## config.mk

```make
export PLATFORM = sky130hd
export DESIGN_NAME = indexed_priority_list_core_flat
export DESIGN_NICKNAME = d
export VERILOG_FILES = /design/src/hdl/plk_pkg.sv /design/src/hdl/plk_in_if.sv /design/src/hdl/plk_out_if.sv /design/src/hdl/plk_cell.sv /design/src/hdl/indexed_priority_list_core.sv /design/src/flat_wrapper.sv
export VERILOG_INCLUDE_DIRS = /design/src /design/src/hdl
export SDC_FILE = /design/constraint.sdc
export NUM_CORES = 2
export LEC_CHECK = 0
export ABC_AREA = 1
export BUFFER_PORTS_ARGS = -buffer_cell sky130_fd_sc_hd__buf_2
export CAP_MARGIN = 30
export CORE_AREA = 2 2 399 401
export DETAILED_ROUTE_END_ITERATION = 8
export DIE_AREA = 0 0 401 403
export PLACE_DENSITY = 0.71
export SLEW_MARGIN = 25
export SYNTH_ARGS = -nofsm -noshare
export SYNTH_HDL_FRONTEND = slang
export SYNTH_HIERARCHICAL = 1
export SYNTH_SLANG_ARGS = --single-unit
```

## constraint.sdc

```tcl
create_clock -name i_clk -period 24.1 [get_ports i_clk]
set_clock_uncertainty 0.2 [all_clocks]
set_input_delay 4.82 -clock i_clk [delete_from_list [all_inputs] [get_ports i_clk]]
set_output_delay 4.82 -clock i_clk [all_outputs]
set_load 0.01 [all_outputs]
```

## src/hdl/assert_macros.svh

```systemverilog
// Assertion macros used by the list core.
`ifndef ASSERT_MACROS_SVH
`define ASSERT_MACROS_SVH

// Same-cycle implication, disabled while reset is asserted.
`define PLK_ASSERT_IMPL(label, clk, rst_n, ante, cons) \
    label: assert property (@(posedge clk) disable iff (!(rst_n)) (ante) |-> (cons)) \
        else $error("list assertion failed");

// Next-cycle implication, disabled while reset is asserted.
`define PLK_ASSERT_NEXT(label, clk, rst_n, ante, cons) \
    label: assert property (@(posedge clk) disable iff (!(rst_n)) (ante) |=> (cons)) \
        else $error("list assertion failed");

`endif

```

## src/hdl/plk_pkg.sv

```systemverilog
// Types and constants of the indexed priority list.
package plk_pkg;

    localparam int CAPACITY = 16;
    localparam int DATA_W   = 32;
    localparam int KIND_W   = 3;
    localparam int POS_W    = 5;
    localparam int STAT_W   = 2;
    localparam int CNT_W    = $clog2(CAPACITY + 1);
    localparam int IDX_W    = $clog2(CAPACITY);
    localparam int CMP_W    = (CNT_W > POS_W) ? CNT_W : POS_W;

    typedef enum logic [KIND_W-1:0] {
        KIND_READ   = 3'd0,
        KIND_INSERT = 3'd1,
        KIND_REMOVE = 3'd2,
        KIND_LOWER  = 3'd3,
        KIND_RAISE  = 3'd4,
        KIND_LAST   = 3'd5,
        KIND_TOP    = 3'd6
    } t_plk_kind;

    typedef enum logic [STAT_W-1:0] {
        ST_OK    = 2'd0,
        ST_RANGE = 2'd1,
        ST_FULL  = 2'd2
    } t_plk_status;

    // Operation broadcast to every cell.
    typedef enum logic [2:0] {
        OP_HOLD,
        OP_INSERT,
        OP_REMOVE,
        OP_LOWER,
        OP_RAISE,
        OP_LAST,
        OP_TOP
    } t_plk_op;

    typedef struct packed {
        t_plk_op           op;
        logic [CNT_W-1:0]  pos;
        logic [CNT_W-1:0]  last;
        logic [DATA_W-1:0] data;
    } t_plk_cmd;

endpackage

```

## src/hdl/plk_in_if.sv

```systemverilog
// Request channel of the list: operation, position and element.
interface plk_in_if;
    logic                      valid;
    logic                      ready;
    logic [plk_pkg::KIND_W-1:0] kind;
    logic [plk_pkg::POS_W-1:0]  position;
    logic [plk_pkg::DATA_W-1:0] element;

    modport source (output valid, kind, position, element, input ready);
    modport sink   (input valid, kind, position, element, output ready);
endinterface

```

## src/hdl/plk_out_if.sv

```systemverilog
// Response channel of the list: read value, status, count and empty flag.
interface plk_out_if;
    logic                       valid;
    logic                       ready;
    logic [plk_pkg::DATA_W-1:0] read_value;
    logic [plk_pkg::STAT_W-1:0] status;
    logic [plk_pkg::POS_W-1:0]  count;
    logic                       empty_res;

    modport source (output valid, read_value, status, count, empty_res, input ready);
    modport sink   (input valid, read_value, status, count, empty_res, output ready);
endinterface

```

## src/hdl/plk_cell.sv

```systemverilog
// One list slot: holds an entry and loads from a neighbor or the broadcast data.
module plk_cell (
    input  logic                       i_clk,
    input  logic [plk_pkg::CNT_W-1:0]  i_index,
    input  plk_pkg::t_plk_cmd          i_cmd,
    input  logic [plk_pkg::DATA_W-1:0] i_left,
    input  logic [plk_pkg::DATA_W-1:0] i_right,
    output logic [plk_pkg::DATA_W-1:0] o_value
);
    import plk_pkg::*;

    logic [DATA_W-1:0] r_value;
    logic [DATA_W-1:0] n_value;
    logic              w_is_pos;
    logic              w_above;   // index greater than pos
    logic              w_first;

    assign w_is_pos = (i_index == i_cmd.pos);
    assign w_above  = (i_index > i_cmd.pos);
    assign w_first  = (i_index == '0);

    always_comb begin
        n_value = r_value;
        case (i_cmd.op)
            OP_INSERT: begin
                if (w_is_pos) begin
                    n_value = i_cmd.data;
                end else if (w_above) begin
                    n_value = i_left;
                end
            end
            OP_REMOVE: begin
                if (w_is_pos || w_above) begin
                    n_value = i_right;
                end
            end
            OP_LOWER: begin
                if (w_is_pos) begin
                    n_value = i_right;
                end else if (!w_first && (i_index - 1'b1) == i_cmd.pos) begin
                    n_value = i_left;
                end
            end
            OP_RAISE: begin
                if (w_is_pos) begin
                    n_value = i_left;
                end else if ((i_index + 1'b1) == i_cmd.pos) begin
                    n_value = i_right;
                end
            end
            OP_LAST: begin
                if (i_index == i_cmd.last) begin
                    n_value = i_cmd.data;
                end else if ((w_is_pos || w_above) && i_index < i_cmd.last) begin
                    n_value = i_right;
                end
            end
            OP_TOP: begin
                if (w_first) begin
                    n_value = i_cmd.data;
                end else if (!w_above) begin
                    n_value = i_left;
                end
            end
            default: n_value = r_value;
        endcase
    end

    always_ff @(posedge i_clk) begin
        r_value <= n_value;
    end

    assign o_value = r_value;

endmodule

```

## src/hdl/indexed_priority_list_core.sv

```systemverilog
// Top level of the indexed priority list: a row of slot cells plus control.
//
//  channel | dir | payload                                  | accepted when
//  i_in    | in  | kind, position, element                  | valid & ready
//  o_out   | out | read_value, status, count, empty_res     | valid & ready
//
// A request is decoded against the count, every cell loads in parallel from
// a neighbor or the broadcast data (or holds), and the response lands in
// the output register on the same edge. The path is the position mux over
// the cells plus the per-cell compare. Reset (synchronous, active low)
// clears the count and the output valid and holds input ready low; entry
// contents are left as is.
// A stalled response holds its register; a new request is taken in the
// cycle the waiting response is taken.
module indexed_priority_list_core (
    input  logic i_clk,
    input  logic i_rst_n,
    plk_in_if.sink    i_in,
    plk_out_if.source o_out
);
    import plk_pkg::*;

    `include "assert_macros.svh"

    // Control state
    logic [CNT_W-1:0]  r_used;
    logic [CNT_W-1:0]  n_used;
    logic              r_out_valid;

    // Response payload
    logic [DATA_W-1:0] r_read_value;
    t_plk_status       r_status;
    logic [CNT_W-1:0]  r_count;

    logic              w_accept;
    logic [CMP_W-1:0]  w_pos;
    logic [CMP_W-1:0]  w_used;
    logic              w_in_list;
    logic [DATA_W-1:0] w_pick;
    logic [DATA_W-1:0] w_val [CAPACITY];
    t_plk_cmd          w_cmd;
    t_plk_status       n_status;
    logic [DATA_W-1:0] n_read_value;

    // No request is taken while reset is held.
    assign i_in.ready = i_rst_n && (!r_out_valid || o_out.ready);
    assign w_accept   = i_in.valid && i_in.ready;

    assign w_pos     = CMP_W'(i_in.position);
    assign w_used    = CMP_W'(r_used);
    assign w_in_list = (w_pos < w_used);
    assign w_pick    = w_in_list ? w_val[IDX_W'(w_pos)] : '0;

    // Decode: status, read data and the command for the cells.
    always_comb begin
        n_status     = ST_OK;
        n_read_value = '0;
        n_used       = r_used;
        w_cmd.op     = OP_HOLD;
        w_cmd.pos    = CNT_W'(w_pos);
        w_cmd.last   = r_used - 1'b1;
        w_cmd.data   = w_pick;
        unique case (t_plk_kind'(i_in.kind))
            KIND_READ: begin
                if (w_in_list) begin
                    n_read_value = w_pick;
                end else begin
                    n_status = ST_RANGE;
                end
            end
            KIND_INSERT: begin
                if (w_pos > w_used) begin
                    n_status = ST_RANGE;
                end else if (w_used >= CMP_W'(CAPACITY)) begin
                    n_status = ST_FULL;
                end else begin
                    w_cmd.op   = OP_INSERT;
                    w_cmd.data = i_in.element;
                    n_used     = r_used + 1'b1;
                end
            end
            KIND_REMOVE: begin
                if (!w_in_list) begin
                    n_status = ST_RANGE;
                end else begin
                    w_cmd.op = OP_REMOVE;
                    n_used   = r_used - 1'b1;
                end
            end
            KIND_LOWER: begin
                if (!w_in_list) begin
                    n_status = ST_RANGE;
                end else if ((w_pos + 1'b1) < w_used) begin
                    w_cmd.op = OP_LOWER;
                end
            end
            KIND_RAISE: begin
                if (!w_in_list) begin
                    n_status = ST_RANGE;
                end else if (w_pos != '0) begin
                    w_cmd.op = OP_RAISE;
                end
            end
            KIND_LAST: begin
                if (!w_in_list) begin
                    n_status = ST_RANGE;
                end else if ((w_pos + 1'b1) < w_used) begin
                    w_cmd.op = OP_LAST;
                end
            end
            KIND_TOP: begin
                if (!w_in_list) begin
                    n_status = ST_RANGE;
                end else if (w_pos != '0) begin
                    w_cmd.op = OP_TOP;
                end
            end
            default: n_status = ST_RANGE;   // unused kind code
        endcase
        if (!w_accept) begin
            w_cmd.op = OP_HOLD;
            n_used   = r_used;
        end
    end

    // Row of cells; the end cells see zero beyond the row.
    for (genvar g = 0; g < CAPACITY; g++) begin : g_cell
        logic [DATA_W-1:0] w_left;
        logic [DATA_W-1:0] w_right;
        if (g == 0) begin : g_head
            assign w_left = '0;
        end else begin : g_body
            assign w_left = w_val[g-1];
        end
        if (g == CAPACITY - 1) begin : g_tail
            assign w_right = '0;
        end else begin : g_next
            assign w_right = w_val[g+1];
        end
        plk_cell u_cell (
            .i_clk   (i_clk),
            .i_index (CNT_W'(g)),
            .i_cmd   (w_cmd),
            .i_left  (w_left),
            .i_right (w_right),
            .o_value (w_val[g])
        );
    end

    always_ff @(posedge i_clk) begin
        if (!i_rst_n) begin
            r_used      <= '0;
            r_out_valid <= 1'b0;
        end else begin
            r_used <= n_used;
            if (w_accept) begin
                r_out_valid <= 1'b1;
            end else if (o_out.ready) begin
                r_out_valid <= 1'b0;
            end
        end
    end

    always_ff @(posedge i_clk) begin
        if (w_accept) begin
            r_read_value <= n_read_value;
            r_status     <= n_status;
            r_count      <= n_used;
        end
    end

    assign o_out.valid      = r_out_valid;
    assign o_out.read_value = r_read_value;
    assign o_out.status     = r_status;
    assign o_out.count      = POS_W'(r_count);
    assign o_out.empty_res  = (r_count == '0);

    // Count never passes the slot count.
    `PLK_ASSERT_IMPL(a_used_bound, i_clk, i_rst_n, 1'b1, r_used <= CNT_W'(CAPACITY))
    // Refused requests leave the count alone.
    `PLK_ASSERT_NEXT(a_refused_hold, i_clk, i_rst_n, w_accept && n_status != ST_OK, r_used == $past(r_used))
    // Successful insert grows the list by one.
    `PLK_ASSERT_NEXT(a_insert_grow, i_clk, i_rst_n, w_cmd.op == OP_INSERT, r_used == $past(r_used) + 1'b1)
    // Successful remove shrinks the list by one.
    `PLK_ASSERT_NEXT(a_remove_shrink, i_clk, i_rst_n, w_cmd.op == OP_REMOVE, r_used == $past(r_used) - 1'b1)

endmodule
```

## src/flat_wrapper.sv

```systemverilog
// flat-port wrapper written by rule: the top's interface ports become plain ports
module indexed_priority_list_core_flat import plk_pkg::*;
  (i_clk, i_rst_n, i_in_valid, i_in_kind, i_in_position, i_in_element, i_in_ready, o_out_valid, o_out_read_value, o_out_status, o_out_count, o_out_empty_res, o_out_ready);
  plk_in_if i_in_i ();
  plk_out_if o_out_i ();
  input  logic i_clk;
  input  logic i_rst_n;
  input wire logic [$bits(i_in_i.valid)-1:0] i_in_valid;
  input wire logic [$bits(i_in_i.kind)-1:0] i_in_kind;
  input wire logic [$bits(i_in_i.position)-1:0] i_in_position;
  input wire logic [$bits(i_in_i.element)-1:0] i_in_element;
  output wire logic [$bits(i_in_i.ready)-1:0] i_in_ready;
  output wire logic [$bits(o_out_i.valid)-1:0] o_out_valid;
  output wire logic [$bits(o_out_i.read_value)-1:0] o_out_read_value;
  output wire logic [$bits(o_out_i.status)-1:0] o_out_status;
  output wire logic [$bits(o_out_i.count)-1:0] o_out_count;
  output wire logic [$bits(o_out_i.empty_res)-1:0] o_out_empty_res;
  input wire logic [$bits(o_out_i.ready)-1:0] o_out_ready;
  assign i_in_i.valid = i_in_valid;
  assign i_in_i.kind = i_in_kind;
  assign i_in_i.position = i_in_position;
  assign i_in_i.element = i_in_element;
  assign i_in_ready = i_in_i.ready;
  assign o_out_valid = o_out_i.valid;
  assign o_out_read_value = o_out_i.read_value;
  assign o_out_status = o_out_i.status;
  assign o_out_count = o_out_i.count;
  assign o_out_empty_res = o_out_i.empty_res;
  assign o_out_i.ready = o_out_ready;
  indexed_priority_list_core u_core (.i_clk(i_clk), .i_rst_n(i_rst_n), .i_in(i_in_i), .o_out(o_out_i));
endmodule
```

Word level (Yosys, flattened, before mapping)
Cells that the tools add are included.
{"block": "totals", "reg_bits": 557, "input_bits": 44, "output_inout_bits": 42, "elab_cells": 452}
{"block": "classes", "n_eq_ne": 138, "n_mux": 191, "order_cmp": 37, "addsub": 3, "reduce_logical": 61, "bitwise": 1}
{"op": "32-bit two-way mux", "n": 150}
{"op": "32-bit one-hot mux with 6 select lines", "n": 16}
{"op": "3-bit inequality test (second input constant)", "n": 63}
{"op": "32-bit binary-select mux with 4-bit select", "n": 1}
{"op": "7-bit AND reduction", "n": 15}
{"op": "4-bit by 5-bit equality test with 1-bit output (first input constant)", "n": 16}
{"op": "2-bit inequality test (second input constant)", "n": 32}
{"op": "3-bit by 5-bit equality test with 1-bit output (first input constant)", "n": 8}
{"op": "4-bit by 5-bit > comparator with 1-bit output (first input constant)", "n": 8}
{"op": "4-bit by 5-bit < comparator with 1-bit output (first input constant)", "n": 8}
{"op": "3-bit two-way mux", "n": 9}
{"op": "2-bit by 5-bit equality test with 1-bit output (first input constant)", "n": 4}
{"op": "3-bit by 5-bit > comparator with 1-bit output (first input constant)", "n": 4}
{"op": "3-bit by 5-bit < comparator with 1-bit output (first input constant)", "n": 4}
{"op": "5-bit two-way mux", "n": 4}
{"op": "3-bit equality test (second input constant)", "n": 6}
{"op": "1-bit logical AND", "n": 18}
{"op": "3-bit one-hot mux with 6 select lines", "n": 1}
{"op": "1-bit logical OR", "n": 17}
{"op": "5-bit logical NOT", "n": 3}
{"op": "3-bit by 2-bit equality test with 1-bit output (second input constant)", "n": 4}
{"op": "5-bit by 1-bit adder with 5-bit output (second input constant)", "n": 2}
{"op": "1-bit by 5-bit equality test with 1-bit output (first input constant)", "n": 2}
{"op": "5-bit greater-or-equal comparator (second input constant)", "n": 2}
{"op": "other kinds (22)", "n": 34}

Logic depth before layout (Yosys ltp)
{"block": "depth", "ltp_word": 10, "depth_mapped": 20, "ltp_nobuf": 18}

Cells and area by module
The synthesis kept the hierarchy.
{"mod": "plk_cell at u_core.g_cell[10].u_cell ...", "seq_area_each_um2": 960.9, "instances": 14, "area_each_um2": 4908.5, "cells_per_inst": 829}
{"mod": "indexed_priority_list_core", "seq_area_each_um2": 1291.2, "instances": 1, "area_each_um2": 7990.2, "cells_per_inst": 1487}
{"mod": "plk_cell at u_core.g_cell[8].u_cell", "seq_area_each_um2": 960.9, "instances": 1, "area_each_um2": 4789.6, "cells_per_inst": 829}
{"mod": "plk_cell at u_core.g_cell[0].u_cell", "seq_area_each_um2": 960.9, "instances": 1, "area_each_um2": 4643.2, "cells_per_inst": 819}

Worst setup path before layout
No wires, ideal clock.
{"block": "synth_timing", "kind": "input-to-reg", "start": "in i_in_position[3]", "end": "reg u_core.g_cell[0].u_cell.r_value[0] (enable)", "n_path_buf": 3, "t_arrival_ns": 11.410, "setup_time_ns": 0.421, "stages": 16, "required_time_ns": 23.479, "setup_slack_ns": 12.069, "path_cell_list": "clkbuf_1 -> clkbuf_1 -> nand3_1 -> xor2_1 -> inv_1 -> ha_1 -> a21oi_1 -> o21ai_0 -> nor2_1 -> nand3_1 -> a21oi_1 -> nor2_1 -> buf_2 -> nand3_1 -> nand3_1 -> nor2_1"}
{"item": "from (decl)", "line": "flat_wrapper.sv:10", "source": "input wire logic [$bits(i_in_i.position)-1:0] i_in_position;"}
{"item": "to (signal assigned)", "line": "plk_cell.sv:70", "source": "r_value <= n_value;"}
{"item": "to (decl)", "line": "plk_cell.sv:12", "source": "logic [DATA_W-1:0] r_value;"}

Worst setup path after layout
{"block": "layout_timing", "start": "in i_rst_n", "end": "out i_in_ready"}
{"block": "layout_via", "elab_chain_cells": 1}
{"item": "from (decl)", "line": "flat_wrapper.sv:7", "source": "input logic i_rst_n;"}
{"item": "1-bit logical AND", "line": "indexed_priority_list_core.sv:46", "source": "assign i_in.ready = i_rst_n && (!r_out_valid || o_out.ready);"}
{"item": "to (decl)", "line": "flat_wrapper.sv:12", "source": "output wire logic [$bits(i_in_i.ready)-1:0] i_in_ready;"}
No other way between the ends.

==> metrics.csv <==
metric,value,unit
hold path startpoint,u_core/o_out.valid,
Final Hold Vio Count,0,
IO Count,86,
CTS tree,built,
reg2reg start,u_core/r_used[2],
DPL Wire Length,205000,um
# port buffers,85,
CP max FO,7,
Required @ worst endpoint,19080,ps
die area,162000,sq um
Max Root-Sink Buffers,3,
Gate Count Post-Synth,14700,
crit path time final,10660,ps
"area leader, netlist",nand2_1,
clk_lat worst skew,720,ps
R2R cell count,18,
Final ANT Viol Nets,0,
Synth cell types,39,
H-tree levels,3,
Initial Util,54.7,%
Lkg Pwr,47.3,nW
Max-Cap Viols,0,
CP Class,in2out,
setup TNS,0,ps
drt drc,0,
Tot Pwr,0.00319,W
initial antenna violation count,8,
top cell type's share of synthesized area,26.0,%
Die X,401,um
Tot GR Track Use,36.4,%
CP Launch Type,input port,
gr ovfl total,0,
first-pass GRT wire length,474000,um
final core utilization,57.7,%
Syn Area/Cell,5.84,sq um
Layout area overhead,5.56,%
initial DRC count,11500,
critical path arrival,5640,ps
Placer Congestion,0.952,
Core Region,157000,sq um
post-DR wirelength/cell,18.0,um
YS warnings,6,
most frequent cell after synthesis,nand2_1,
Max-slew headroom,29.3,%
share of layout cells above drive strength 1,8.10,%
#FFs+latches synth,557,
Hold Path Stages,2,
ys async rst share,0,%
CTS Sinks,557,
chip height,403,um
# rows,146,
Cells after DPL,16800,
number of global-route vias before repair,84300,
outcome,completed,
routed vias/inst,5.70,
final WL,305000,um
post-cts gate resize count,0,
Crit. End Element,output pin,
CTS Buf Count,76,
number of setup violations in the final report,0,
Worst-path clk slew,60,ps
Power Dens Cells,35.1,nW/um^2
setup repair after global routing missed its margin,no,
DR pass1 iterations,7,
largest net degree at the start of global routing,117,
Root Buffer,clkbuf_16,
Tcrit/Tclk final,44.2,%
commonest register cell after synthesis,edfxtp_1,
Final Max Tran Viols,0,
Post-synth EDFFs,551,
Synth top cells by count,"5,971 x nand2_1, 1,985 x inv_1, 1,047 x o211ai_1",
sequential cell area fraction in the yosys report,19.3,%
Achievable Freq,0.0938,GHz
Max VDD drop,0.0515,mV
r2r setup slk,18330,ps
vias,96500,
postcts setup bufs,0,
Hold Path Class,reg2reg,
top post-synthesis cells by area,"nand2_1 26%, edfxtp_1 19%, o211ai_1 9.1%",
hold endpoint,u_core/o_out.valid,
fin cells,16900,
Netlist Area Pre-Place,86100,sq um
Critical R2R Capture,u_core/g_cell[1].u_cell/o_value[10],
cts hold-fix bufs,0,
actual slew at the worst max-slew pin,1060,ps
nets@finish,15000,
-- per-stage QoR --
stage	hold slack (ps)	instance area (sq um)	worst slack [ps]
CTS	333	90500	13500
finish	334	90900	13440
global route	389	90900	13430
detailed placement	313	88000	13020
floorplan	306	88500	12070
global placement	304	87700	13100
-- final cells by class --
class / instances / area, sq um
Tap cell: 2072 / 2590
Clock inverter: 32 / 368
Sequential cell: 557 / 16700
Inverter: 2008 / 7550
Antenna cell: 4 / 10.0
Clock buffer: 104 / 2160
Fill cell: 16000 / 66500
Timing Repair Buffer: 270 / 2330
Multi-Input combinational cell: 11900 / 59300
-- layout by cell type (no fill, tap or decap), types with 17 or more instances in the layout --
master and instances:
a21oi_1 124, clkbuf_1 17, nand3_2 17, nor2_1 904, nand3_1 857, o21ai_0 800
nand2_2 75, clkbuf_16 80, buf_2 81, buf_12 20, nand4_1 35, nand2_1 5940
inv_2 23, conb_1 626, o21ai_1 451, o211ai_2 490, edfxtp_1 551, inv_1 1983
a31oi_1 32, nor2_4 78, nor4_2 31, o211ai_1 1047, buf_4 154, nor2_2 83
ha_1 207, nor3_1 51
-- worst max-delay path: stages --
cell,delay [ps]
buf_2,90
inv_1,410
a21oi_1,130
buf_2,180
-- report_power, final --
group / internal, W / switching (W)
sequential: 0.00111 / 0.0000589
combinational: 0.000214 / 0.000587
clock: 0.000702 / 0.000518
total: 0.00202 / 0.00116
-- routing by layer --
metal	global-route usage, %	vias to the layer above	share of wire, %	wire, um
met5	0	-	0.022	66
met4	16.3	10	4.7	14300
met3	6.93	1016	12	37500
met2	58.4	5579	44	133000
met1	47.4	42300	39	120000
li1	-	47600	-	-
-- worst max path at each step --
stage	startpoint	to	depth (start not counted)
final	i_rst_n	i_in_ready	4
after global routing	i_rst_n	i_in_ready	4
after CTS	i_rst_n	i_in_ready	4
after detailed placement	i_in_position[1]	u_core/g_cell[1].u_cell/o_value[11]	19
after global placement	i_in_position[1]	u_core/g_cell[1].u_cell/o_value[10]	19
after floorplan	i_in_position[3]	u_core/g_cell[0].u_cell/o_value[0]	16
-- state kept, by name, indices dropped and copies added (netlist names) --
signal                        flops
u_core/g_cell.u_cell/o_value    512
u_core/o_out.read_value          32
u_core/o_out.count                5
u_core/r_used                     5
u_core/o_out.status               2
u_core/o_out.valid                1
-- kinds of logic after synthesis --
| group | share of synthesized area [%] |
|---|---|
| simple gates | 37.5 |
| compound gates | 24.5 |
| buf+inv | 15.5 |
| flops | 19.3 |
| fa+ha+maj | 3.01 |
| xor+xnor | 0.0610 |
| other cells | 0.00872 |
(Power assumes the default switching activity.)
